**config.mk**
```make
export PLATFORM = sky130hd
export DESIGN_NAME = delimiter_quote_tokenizer_top
export DESIGN_NICKNAME = d
export VERILOG_FILES = /design/src/rtl/dqt_pkg.sv /design/src/rtl/delimiter_quote_tokenizer_top.sv /design/src/rtl/dqt_byte_class.sv
export SDC_FILE = /design/constraint.sdc
export NUM_CORES = 1
export LEC_CHECK = 0
export ABC_AREA = 1
export ABC_CLOCK_PERIOD_IN_PS = 8260
export BUFFER_PORTS_ARGS = -buffer_cell sky130_fd_sc_hd__buf_4
export CAP_MARGIN = 25
export CORE_ASPECT_RATIO = 0.9
export CORE_MARGIN = 2
export CORE_UTILIZATION = 30
export DETAILED_ROUTE_END_ITERATION = 8
export GPL_ROUTABILITY_DRIVEN = 0
export PLACE_DENSITY = 0.5
export SKIP_LAST_GASP = 1
export SLEW_MARGIN = 15
export SYNTH_ARGS = -nofsm -noshare
export SYNTH_HDL_FRONTEND = slang
export SYNTH_SLANG_ARGS = --single-unit
```
**constraint.sdc**
```tcl
create_clock -name clk -period 8.26 [get_ports clk]
set_input_delay 0 -clock clk [delete_from_list [all_inputs] [get_ports clk]]
set_output_delay 0 -clock clk [all_outputs]
set_load 0.01 [all_outputs]
```
**src/rtl/dqt_pkg.sv**
```systemverilog
// Shared types and constants for the delimiter and quote tokenizer.
`default_nettype none

package dqt_pkg;

    // Field widths
    localparam int BYTE_W = 8;
    localparam int OFF_W  = 16;
    localparam int MASK_W = 256;
    localparam int CFG_INDEX_W = 3;
    localparam int CFG_DATA_W  = 64;

    // Configuration register indexes
    localparam logic [CFG_INDEX_W-1:0] CFG_DELIMITER_MODE = 3'd0;
    localparam logic [CFG_INDEX_W-1:0] CFG_QUOTE_ENABLE   = 3'd1;
    localparam logic [CFG_INDEX_W-1:0] CFG_DELIM_MASK_0   = 3'd2;
    localparam logic [CFG_INDEX_W-1:0] CFG_DELIM_MASK_1   = 3'd3;
    localparam logic [CFG_INDEX_W-1:0] CFG_DELIM_MASK_2   = 3'd4;
    localparam logic [CFG_INDEX_W-1:0] CFG_DELIM_MASK_3   = 3'd5;

    // Characters with a special meaning
    localparam logic [BYTE_W-1:0] CHAR_NUL    = 8'h00;
    localparam logic [BYTE_W-1:0] CHAR_SQUOTE = 8'h27;
    localparam logic [BYTE_W-1:0] CHAR_DQUOTE = 8'h22;
    localparam logic [BYTE_W-1:0] CHAR_SPACE  = 8'h20;

    // Classification of one text byte
    typedef struct packed {
        logic sep;          // byte separates tokens
        logic quote_start;  // byte opens a quoted token
    } byte_class_t;

endpackage

`default_nettype wire

```
**src/rtl/delimiter_quote_tokenizer_top.sv**
```systemverilog
// Top level of the delimiter and quote tokenizer: scan state, descriptors, config port.
// A byte held in the input register has its descriptor loaded into the result register and put on m_tvalid
// once that register is free. Throughput: one byte per cycle; the input register and the result
// register each hold one beat, so s_tready drops only while a finished descriptor waits on m_tready.
// Reset (rst_n low, asynchronous): scan between tokens at offset zero, no beats held,
// whitespace mode with quotes enabled and an empty delimiter mask.
`default_nettype none

module delimiter_quote_tokenizer_top #(
    parameter longint unsigned MAX_TEXT_LEN = 65536
) (
    input  wire logic                            clk,
    input  wire logic                            rst_n,
    // Text stream
    input  wire logic                            s_tvalid,
    output logic                                 s_tready,
    input  wire logic [7:0]                      s_tdata,   // [7:0] text_byte
    // Token descriptor stream
    output logic                                 m_tvalid,
    input  wire logic                            m_tready,
    output logic [63:0]                          m_tdata,   // [15:0] token_offset,
                                                            // [31:16] token_length,
                                                            // [47:32] value_offset,
                                                            // [63:48] value_length
    output logic                                 m_tuser,   // [0] quoted
    output logic                                 m_tlast,
    // Configuration writes
    input  wire logic                            cfg_valid,
    output logic                                 cfg_ready,
    input  wire logic [dqt_pkg::CFG_INDEX_W-1:0] cfg_index,
    input  wire logic [dqt_pkg::CFG_DATA_W-1:0]  cfg_data
);
    import dqt_pkg::*;

    localparam longint unsigned CAP_WIDE =
        (MAX_TEXT_LEN - 1 > 65535) ? 65535 : (MAX_TEXT_LEN - 1);
    localparam logic [OFF_W-1:0] POS_CAP = CAP_WIDE[OFF_W-1:0];

    typedef enum logic [1:0] {
        PH_BETWEEN = 2'd0,
        PH_PLAIN   = 2'd1,
        PH_QUOTED  = 2'd2
    } phase_t;

    // Configuration registers
    logic              delimiter_mode_reg;
    logic              quote_enable_reg;
    logic [MASK_W-1:0] delim_mask_reg;

    // Input register
    logic              in_valid_reg;
    logic [BYTE_W-1:0] in_byte_reg;

    // Scan state
    phase_t            phase_reg, phase_next;
    logic [BYTE_W-1:0] open_quote_reg, open_quote_next;
    logic [OFF_W-1:0]  position_reg, position_next;
    logic [OFF_W-1:0]  token_begin_reg, token_begin_next;

    // Result register
    logic              out_valid_reg;
    logic [OFF_W-1:0]  token_offset_reg, token_offset_next;
    logic [OFF_W-1:0]  token_length_reg, token_length_next;
    logic [OFF_W-1:0]  value_offset_reg, value_offset_next;
    logic [OFF_W-1:0]  value_length_reg, value_length_next;
    logic              quoted_reg, quoted_next;
    logic              last_reg, last_next;

    byte_class_t       byte_class;
    logic              emit;
    logic              advance;
    logic              out_free;
    logic              closed;
    logic [OFF_W:0]    raw_len;
    logic [OFF_W-1:0]  len;
    logic [OFF_W-1:0]  len_sat;
    logic [OFF_W-1:0]  strip;

    dqt_byte_class u_byte_class (
        .text_byte      (in_byte_reg),
        .delimiter_mode (delimiter_mode_reg),
        .quote_enable   (quote_enable_reg),
        .delim_mask     (delim_mask_reg),
        .byte_class     (byte_class)
    );

    // Handshakes
    assign cfg_ready = 1'b1;
    assign out_free  = !out_valid_reg || m_tready;
    assign advance   = in_valid_reg && (!emit || out_free);
    assign s_tready  = !in_valid_reg || advance;

    assign len = position_reg - token_begin_reg;

    // Scan step: next phase and the descriptor this byte completes
    always_comb
    begin
        phase_next       = phase_reg;
        open_quote_next  = open_quote_reg;
        token_begin_next = token_begin_reg;
        position_next    = (position_reg < POS_CAP) ? position_reg + 16'd1 : position_reg;
        emit             = 1'b0;
        raw_len          = {1'b0, len};
        closed           = 1'b0;
        quoted_next      = 1'b0;
        last_next        = 1'b0;
        token_offset_next = token_begin_reg;

        if (in_byte_reg == CHAR_NUL) begin
            emit      = 1'b1;
            last_next = 1'b1;
            case (phase_reg)
                PH_PLAIN:
                begin
                    raw_len = {1'b0, len};
                end
                PH_QUOTED:
                begin
                    raw_len     = {1'b0, len};
                    quoted_next = 1'b1;
                end
                default:
                begin
                    token_offset_next = position_reg;
                    raw_len           = '0;
                end
            endcase
            phase_next       = PH_BETWEEN;
            open_quote_next  = CHAR_NUL;
            position_next    = '0;
            token_begin_next = '0;
        end else begin
            case (phase_reg)
                PH_PLAIN:
                begin
                    // End the token at a separator
                    if (byte_class.sep) begin
                        emit       = 1'b1;
                        phase_next = PH_BETWEEN;
                    end
                end
                PH_QUOTED:
                begin
                    // Close on the matching quote, quote included
                    if (in_byte_reg == open_quote_reg) begin
                        emit            = 1'b1;
                        raw_len         = {1'b0, len} + 17'd1;
                        closed          = 1'b1;
                        quoted_next     = 1'b1;
                        phase_next      = PH_BETWEEN;
                        open_quote_next = CHAR_NUL;
                    end
                end
                default:
                begin
                    // Start a token at any non-separator
                    if (!byte_class.sep) begin
                        token_begin_next = position_reg;
                        if (byte_class.quote_start) begin
                            phase_next      = PH_QUOTED;
                            open_quote_next = in_byte_reg;
                        end else begin
                            phase_next = PH_PLAIN;
                        end
                    end
                end
            endcase
        end

        // Saturate lengths and strip quotes from the value span
        len_sat = raw_len[OFF_W] ? {OFF_W{1'b1}} : raw_len[OFF_W-1:0];
        strip   = closed ? 16'd2 : 16'd1;
        token_length_next = len_sat;
        if (quoted_next) begin
            value_length_next = (len_sat > strip) ? len_sat - strip : '0;
            value_offset_next = (token_offset_next == POS_CAP) ? POS_CAP
                                                               : token_offset_next + 16'd1;
        end else begin
            value_length_next = len_sat;
            value_offset_next = token_offset_next;
        end
    end

    // Configuration registers
    always_ff @(posedge clk or negedge rst_n)
    begin
        if (!rst_n) begin
            delimiter_mode_reg <= 1'b0;
            quote_enable_reg   <= 1'b1;
            delim_mask_reg     <= '0;
        end else if (cfg_valid && cfg_ready) begin
            case (cfg_index)
                CFG_DELIMITER_MODE: delimiter_mode_reg     <= cfg_data[0];
                CFG_QUOTE_ENABLE:   quote_enable_reg       <= cfg_data[0];
                CFG_DELIM_MASK_0:   delim_mask_reg[63:0]   <= cfg_data;
                CFG_DELIM_MASK_1:   delim_mask_reg[127:64] <= cfg_data;
                CFG_DELIM_MASK_2:   delim_mask_reg[191:128] <= cfg_data;
                CFG_DELIM_MASK_3:   delim_mask_reg[255:192] <= cfg_data;
                default: ;
            endcase
        end
    end

    // Input register, scan state and result register
    always_ff @(posedge clk or negedge rst_n)
    begin
        if (!rst_n) begin
            in_valid_reg    <= 1'b0;
            phase_reg       <= PH_BETWEEN;
            open_quote_reg  <= CHAR_NUL;
            position_reg    <= '0;
            token_begin_reg <= '0;
            out_valid_reg   <= 1'b0;
        end else begin
            // Hold or take the next text beat
            if (s_tvalid && s_tready) begin
                in_valid_reg <= 1'b1;
            end else if (advance) begin
                in_valid_reg <= 1'b0;
            end

            // Advance the scan
            if (advance) begin
                phase_reg       <= phase_next;
                open_quote_reg  <= open_quote_next;
                position_reg    <= position_next;
                token_begin_reg <= token_begin_next;
            end

            // Load or drop the descriptor beat
            if (advance && emit) begin
                out_valid_reg <= 1'b1;
            end else if (m_tready) begin
                out_valid_reg <= 1'b0;
            end
        end
    end

    // Payload registers
    always_ff @(posedge clk)
    begin
        if (s_tvalid && s_tready) begin
            in_byte_reg <= s_tdata;
        end
        if (advance && emit) begin
            token_offset_reg <= token_offset_next;
            token_length_reg <= token_length_next;
            value_offset_reg <= value_offset_next;
            value_length_reg <= value_length_next;
            quoted_reg       <= quoted_next;
            last_reg         <= last_next;
        end
    end

    assign m_tvalid = out_valid_reg;
    assign m_tdata  = {value_length_reg, value_offset_reg, token_length_reg, token_offset_reg};
    assign m_tuser  = quoted_reg;
    assign m_tlast  = last_reg;

`ifndef ASSERT_OFF
    a_position_capped: assert property (@(posedge clk) disable iff (!rst_n)
        position_reg <= POS_CAP)
        else $error("position beyond cap");

    a_begin_not_ahead: assert property (@(posedge clk) disable iff (!rst_n)
        token_begin_reg <= position_reg)
        else $error("token start ahead of position");

    a_quote_held: assert property (@(posedge clk) disable iff (!rst_n)
        phase_reg == PH_QUOTED |->
            (open_quote_reg == CHAR_SQUOTE || open_quote_reg == CHAR_DQUOTE))
        else $error("quoted token without an open quote");

    a_plain_span: assert property (@(posedge clk) disable iff (!rst_n)
        out_valid_reg && !quoted_reg |->
            (value_offset_reg == token_offset_reg && value_length_reg == token_length_reg))
        else $error("plain token value span differs from token span");

    a_restart_after_end: assert property (@(posedge clk) disable iff (!rst_n)
        advance && in_byte_reg == CHAR_NUL |=> position_reg == '0 && phase_reg == PH_BETWEEN)
        else $error("scan not restarted after end of text");
`endif

endmodule

`default_nettype wire

```
**src/rtl/dqt_byte_class.sv**
```systemverilog
// Byte classifier: separator test and quote detection for one text byte.
`default_nettype none

module dqt_byte_class (
    input  wire logic [dqt_pkg::BYTE_W-1:0] text_byte,
    input  wire logic                       delimiter_mode,
    input  wire logic                       quote_enable,
    input  wire logic [dqt_pkg::MASK_W-1:0] delim_mask,
    output dqt_pkg::byte_class_t            byte_class
);
    import dqt_pkg::*;

    logic mask_in_use;
    logic white_space;

    // Use the mask only in delimiter mode and only when some bit past zero is set
    assign mask_in_use = delimiter_mode && (|delim_mask[MASK_W-1:1]);

    always_comb
    begin
        white_space = (text_byte == CHAR_SPACE) || (text_byte inside {[8'd9:8'd13]});
    end

    always_comb
    begin
        byte_class.sep         = mask_in_use ? delim_mask[text_byte] : white_space;
        byte_class.quote_start = !delimiter_mode && quote_enable &&
                                 ((text_byte == CHAR_SQUOTE) || (text_byte == CHAR_DQUOTE));
    end

endmodule

`default_nettype wire

```
# After elaboration in Yosys (flattened, before gate mapping)
# Cells that the tools add are included.
# word_totals
register_bits	376
latch_bits	0
ram_bits	0
romBits	0
inputBits	80
out_inout_bits	69
word_cells	126
memories	0
# classes
n_addsub	5
n_mul	0
div	0
order_cmp	5
n_eq_ne	19
n_shift	0
muxes	44
bitwise_logic	0
reduce_logical	34
# op_table
op	n
255-bit OR reduction	1
16-bit two-way mux	13
17-bit two-way mux	3
16-bit by 1-bit adder with 16-bit output (second input constant)	2
8-bit two-way mux	4
8-bit by 6-bit equality test with 1-bit output (second input constant)	3
16-bit by 1-bit adder with 17-bit output (second input constant)	1
16-bit equality test (second input constant)	1
16-bit by 2-bit greater-than comparator with 1-bit output	1
16-bit < comparator (second input constant)	1
8-bit case mux with 2 select lines	1
16-bit subtractor	1
16-bit by 2-bit subtractor with 16-bit output	1
1-bit two-way mux	14
2-bit AND reduction	7
2-bit two-way mux	6
8-bit by 9-bit < comparator with 1-bit output (second input constant)	1
1-bit binary-select mux with 8-bit select	1
8-bit equality test	1
8-bit by 4-bit greater-or-equal comparator with 1-bit output (second input constant)	1
8-bit by 4-bit <= comparator with 1-bit output (second input constant)	1
8-bit logical NOT	1
1-bit logical AND	7
3-bit by 2-bit equality test with 1-bit output (second input constant)	2
20 further kinds	32

# Logic depth before layout (Yosys ltp)
# depth
depth_word	13
depth_mapped	30
ltp_nobuf	28

# Hierarchy
# Synthesis repeated with hierarchy kept, for this count alone.
# unflattened
hier_cells	2823
area_unflattened_um2	20717.4
# modules_own_cells
mod	n_inst	cells_each	area_per_inst_um2	seq_area_each_um2
delimiter_quote_tokenizer_top	1	1931	17152.7	9780.6
dqt_byte_class	1	892	3564.7	0.0

# Worst setup path after synthesis
# No wires, ideal clock.
# synth_timing
kind	register to register
start	register position_reg[0]
end	register value_length_reg[14], data pin
setup_ns	0.255
t_arrival_ns	3.714
t_required_ns	8.005
slack_ns	4.292
path_stages_with_launch	29
synth_period_minus_slack_ns	3.968
cell_sequence	dfrtp_1 -> inv_1 -> ha_1 -> fa_1 -> inv_1 -> nand3_1 -> nand2_1 -> nand2_1 -> nand3_1 -> nand2_1 -> nand3_1 -> inv_1 -> nand3_4 -> nor2_4 -> nand3_4 -> buf_6 -> inv_1 -> nor2_1 -> ha_1 -> inv_1 -> fa_1 -> nor2_1 -> inv_1 -> nor2_2 -> nand2_1 -> nor2_1 -> nand3_1 -> nand2_1 -> nor2_1
# synth_between
elab_chain_len	9
# synth_rtl
element	line_no	source
from (decl)	delimiter_quote_tokenizer_top.sv:57	logic [OFF_W-1:0] position_reg, position_next;
from (signal assigned)	delimiter_quote_tokenizer_top.sv:226	position_reg <= position_next;
16-bit subtractor (*)	delimiter_quote_tokenizer_top.sv:93	assign len = position_reg - token_begin_reg;
16-bit by 1-bit adder with 17-bit output	delimiter_quote_tokenizer_top.sv:147	raw_len = {1'b0, len} + 17'd1;
17-bit two-way mux	delimiter_quote_tokenizer_top.sv:145	if (in_byte_reg == open_quote_reg) begin
17-bit two-way mux	delimiter_quote_tokenizer_top.sv:133	case (phase_reg)
17-bit two-way mux (*)	delimiter_quote_tokenizer_top.sv:109	if (in_byte_reg == CHAR_NUL) begin
16-bit two-way mux (*)	delimiter_quote_tokenizer_top.sv:171	len_sat = raw_len[OFF_W] ? {OFF_W{1'b1}} : raw_len[OFF_W-1:0];
16-bit by 2-bit subtractor with 16-bit output or 16-bit by 2-bit greater-than comparator with 1-bit output (tied branches)	delimiter_quote_tokenizer_top.sv:175	value_length_next = (len_sat > strip) ? len_sat - strip : '0;
16-bit two-way mux	delimiter_quote_tokenizer_top.sv:175	
16-bit two-way mux (*)	delimiter_quote_tokenizer_top.sv:174	if (quoted_next) begin
named net value_length_next[14]	delimiter_quote_tokenizer_top.sv:65	logic [OFF_W-1:0] value_length_reg, value_length_next;
to (signal assigned)	delimiter_quote_tokenizer_top.sv:249	value_length_reg <= value_length_next;
to (decl)	delimiter_quote_tokenizer_top.sv:65	
# Mark *: on every way through the listed nets, which the timed path passes. The rest lies on a longest branch.
# A chain may end at the register's enable or synchronous reset.

# Final worst setup path
# layout_timing
start	register in_byte_reg[1]
end	register value_length_reg[14], data pin
# layout_between
elab_chain_len	8
# layout_rtl
element	line_no	source
from (decl)	delimiter_quote_tokenizer_top.sv:52	logic [BYTE_W-1:0] in_byte_reg;
from (signal assigned)	delimiter_quote_tokenizer_top.sv:243	in_byte_reg <= s_tdata;
8-bit equality test	delimiter_quote_tokenizer_top.sv:145	
17-bit two-way mux or 1-bit two-way mux (tied branches)	delimiter_quote_tokenizer_top.sv:145	
17-bit two-way mux or 1-bit two-way mux (tied branches)	delimiter_quote_tokenizer_top.sv:133	
17-bit two-way mux or 1-bit two-way mux (tied branches)	delimiter_quote_tokenizer_top.sv:109	
16-bit two-way mux or 2-bit two-way mux (tied branches)	delimiter_quote_tokenizer_top.sv:171, delimiter_quote_tokenizer_top.sv:172	
16-bit by 2-bit subtractor with 16-bit output or 16-bit by 2-bit greater-than comparator with 1-bit output (tied branches)	delimiter_quote_tokenizer_top.sv:175	
16-bit two-way mux	delimiter_quote_tokenizer_top.sv:175	
16-bit two-way mux (*)	delimiter_quote_tokenizer_top.sv:174	
named net value_length_next[14]	delimiter_quote_tokenizer_top.sv:65	
# Marked as above.

==> impl_results.md <==
- Pins Over Slew Limit: 0
- Initial Util: 30.3%
- RR Endpoint: value_length_reg[14]
- Post-Route WL: 63.3 mm
- Post-CTS resize count: 0
- Maximum buffer depth of the clock tree: 3
- Most frequent cells in the layout: 899 x nand2_1, 365 x inv_1, 328 x o21ai_0, 301 x dfrtp_1, 281 x nor2_1
- Slew headroom: 33.7%
- Cell count of the worst reg-to-reg path: 23
- Post-Syn Area per Cell: 7.35 sq um
- Internal Power: 4.29 mW
- Post-synthesis cell count: 2817
- Max Freq: 184 MHz
- Worst-Skew Late Latency: 0.61 ns
- PwrDens: 281 mW/mm^2
- DIE AREA: 0.0712 sq mm
- Flop pwr share: 36.6%
- Switching power: 2.72 mW
- Global route overflow: 0
- Rows: 91
- Area grow syn2layout: 20.3%
- Initial antenna violation count: 1
- Worst setup path start: in_byte_reg[1]
- Placed inst area: 0.0226 sq mm
- Leak pwr: 12.4 nW
- Largest net degree at the start of global routing: 125
- CP Capture Type: flop
- Total number of cells along the worst setup path: 23
- Syn. warnings: 0
- CP Data Required Time: 8.61 ns
- Fin crit period: 5.43 ns
- CTS clock-pin slew for the worst setup and hold paths: 0.06 ns
- Design area: 0.0249 sq mm
- Layout Cells excl Fill: 3953
- TritonCTS Buffers: 44
- Cell mode on critical path: nor2_1
- First-pass GRT wire length: 102 mm
- Crit Path Class: flop to flop
- Arrival @ worst endpoint: 5.78 ns
- Commonest non-fill, non-tap cell in the layout: nand2_1
- Switching Share: 38.8%
- Hold Fails Final Rpt: 0
- Worst reg-to-reg setup slack: 2.83 ns
- Area contributors post-synth: dfrtp_1 36%, nand2_1 16%, edfxtp_1 11%
- Top_reg_cell synth: dfrtp_1
- Clock skew: 0.0259 ns
- Final setup fails: 0
- GRT Util Overall: 18.1%
- RSZ-0062 raised after global routing: no
- Via Count: 18300
- Remaining DRCs: 0
- CP Launch Type: flop
- HP Class: primary input to asynchronous set/reset pin
- Worst path bufs/invs: 6
- Setup TNS after final layout: 0 ns
- Share of cells above drive strength 1: 10.2%
- Final #Nets: 3092
- DR vias/cell: 4.62
- Period utilization: 65.7%
- Final HPWL DP: 44.2 mm
- Total setup buffers inserted after CTS: 0
- Core Box Area: 0.0684 sq mm
- Fin util: 36.4%
- Peak VDD IR: 0.154 mV
- Cell taking the most area after synthesis: dfrtp_1
- Logic pwr share: 34.9%
- Status: complete, no violations
- Die H: 253 um
- Antenna cells: 0
- Clk sinks: 376
- IO Port Bufs: 147
- TritonCTS clock tree: done
- Drt wl/cell: 16.0 um
- Syn_nets: 2922
- Slew @ Worst Pin: 0.994 ns
- Synthesized area: 0.0207 sq mm
- CP delay by family, top: simple AND/OR/NAND/NOR gates
- RR Startpoint: in_byte_reg[1]
- Number of synthesized register bits: 376
- MaxCap Viol Count: 0
- CP max stage cell: nor2_2
- Critical-path cell list: buf_4 -> nor2_2 -> nand2_2 -> nor2_4 -> inv_2 -> nand3_4 -> inv_4 -> nand3_4 -> nor2_4 -> nand3_4 -> inv_1 -> nor2_1 -> ha_1 -> inv_1 -> fa_1 -> nor2_1 -> inv_1 -> nor2_2 -> nand2_1 -> nor2_1 -> nand3_1 -> nand2_1 -> nor2_1
- H-Tree Depth: 2
- Post-synth top area share: 36.4%
- Placed Instances: 3790
- Cts hold-fix bufs: 80
- DR iter-0 viols: 1482
- CP Max Fanout: 36
- Post-synthesis async set-or-reset flop share: 80.3%
- Final ANT Viol Nets: 0
- Post-synth EDFFs: 74
- Seq/Total Area, Yosys: 47.2%
- Final hold slack: 0.0781 ns
- Largest register FFs: 256
- Clock network power share: 28.5%
- Top Ports: 149
- Yosys cell types: 46
- Worst path max stage delay: 0.82 ns
- Vias in the first global route: 17500
- Chip Width: 281 um
- TritonRoute pass-1 iters: 5
- Root Driver: clkbuf_16
power by group through the flow:
| stage | Combinational [mW] | Clock [mW] | Sequential (mW) |
|---|---|---|---|
| after floorplan | 1.80 | 0 | 2.51 |
| after global placement | 2.43 | 0 | 2.59 |
| after detailed placement | 2.43 | 0 | 2.59 |
| after CTS | 2.47 | 2.05 | 2.56 |
| after global routing | 2.86 | 2.12 | 2.60 |
| final | 2.45 | 2.00 | 2.56 |
logic make-up after synthesis:
kind of cell | share of synthesized area (%)
compound gates | 10.5
xor+xnor | 1.01
fa+ha+maj | 1.58
buf+inv | 9.58
flops | 47.2
other cells | 0.0181
simple gates | 30.1
cells in the mapped netlist (10+ instances only):
master    instances
nand2_2          10
a21oi_1          38
xor2_1           22
edfxtp_1         74
o21ai_0         328
nor4_1           44
ha_1             23
o21ai_1          10
dfrtp_1         301
nand3_1         108
inv_2            15
o21a_1           14
inv_1           366
buf_2            40
nor2_2           10
nand2_1         901
o22ai_1          11
nor3_1           15
nand4_1          71
clkbuf_1         67
nor2_1          281
worst max path at each step:
stage | endpoint | slack [ns]
2_1_floorplan | value_length_reg[14] | 4.29
3_3_place_gp | value_length_reg[10] | 2.92
3_5_place_dp | value_length_reg[14] | 2.82
4_1_cts | value_length_reg[14] | 2.80
5_1_grt | value_length_reg[12] | 2.28
6_report | value_length_reg[14] | 2.83
final cells by class:
type / instances / area (sq um)
repair buffers: 243 / 2050
flip-flops and latches: 376 / 9780
inverters: 384 / 1450
well taps: 930 / 1160
clock buffers: 65 / 1280
clock inverters: 17 / 206
fillers: 7253 / 43500
multi-input cells: 1938 / 8990
stage by stage:
step	setup slack (ns)	power [mW]
floorplan	4.29	4.31
global placement	2.92	5.02
detailed placement	2.82	5.02
CTS	2.80	7.08
global route	2.28	7.57
finish	2.83	7.01
metal layers:
metal / up-vias / routed length, um / track usage, % / share of wire (%)
met4: 2 / 1340 / 4.77 / 2.1
li1: 9303 / - / - / -
met2: 417 / 25800 / 26.0 / 41
met5: - / 16 / 0 / 0.025
met3: 87 / 3230 / 2.45 / 5.1
met1: 8469 / 32900 / 28.2 / 52
No activity file was read; power rests on OpenSTA's default activity.
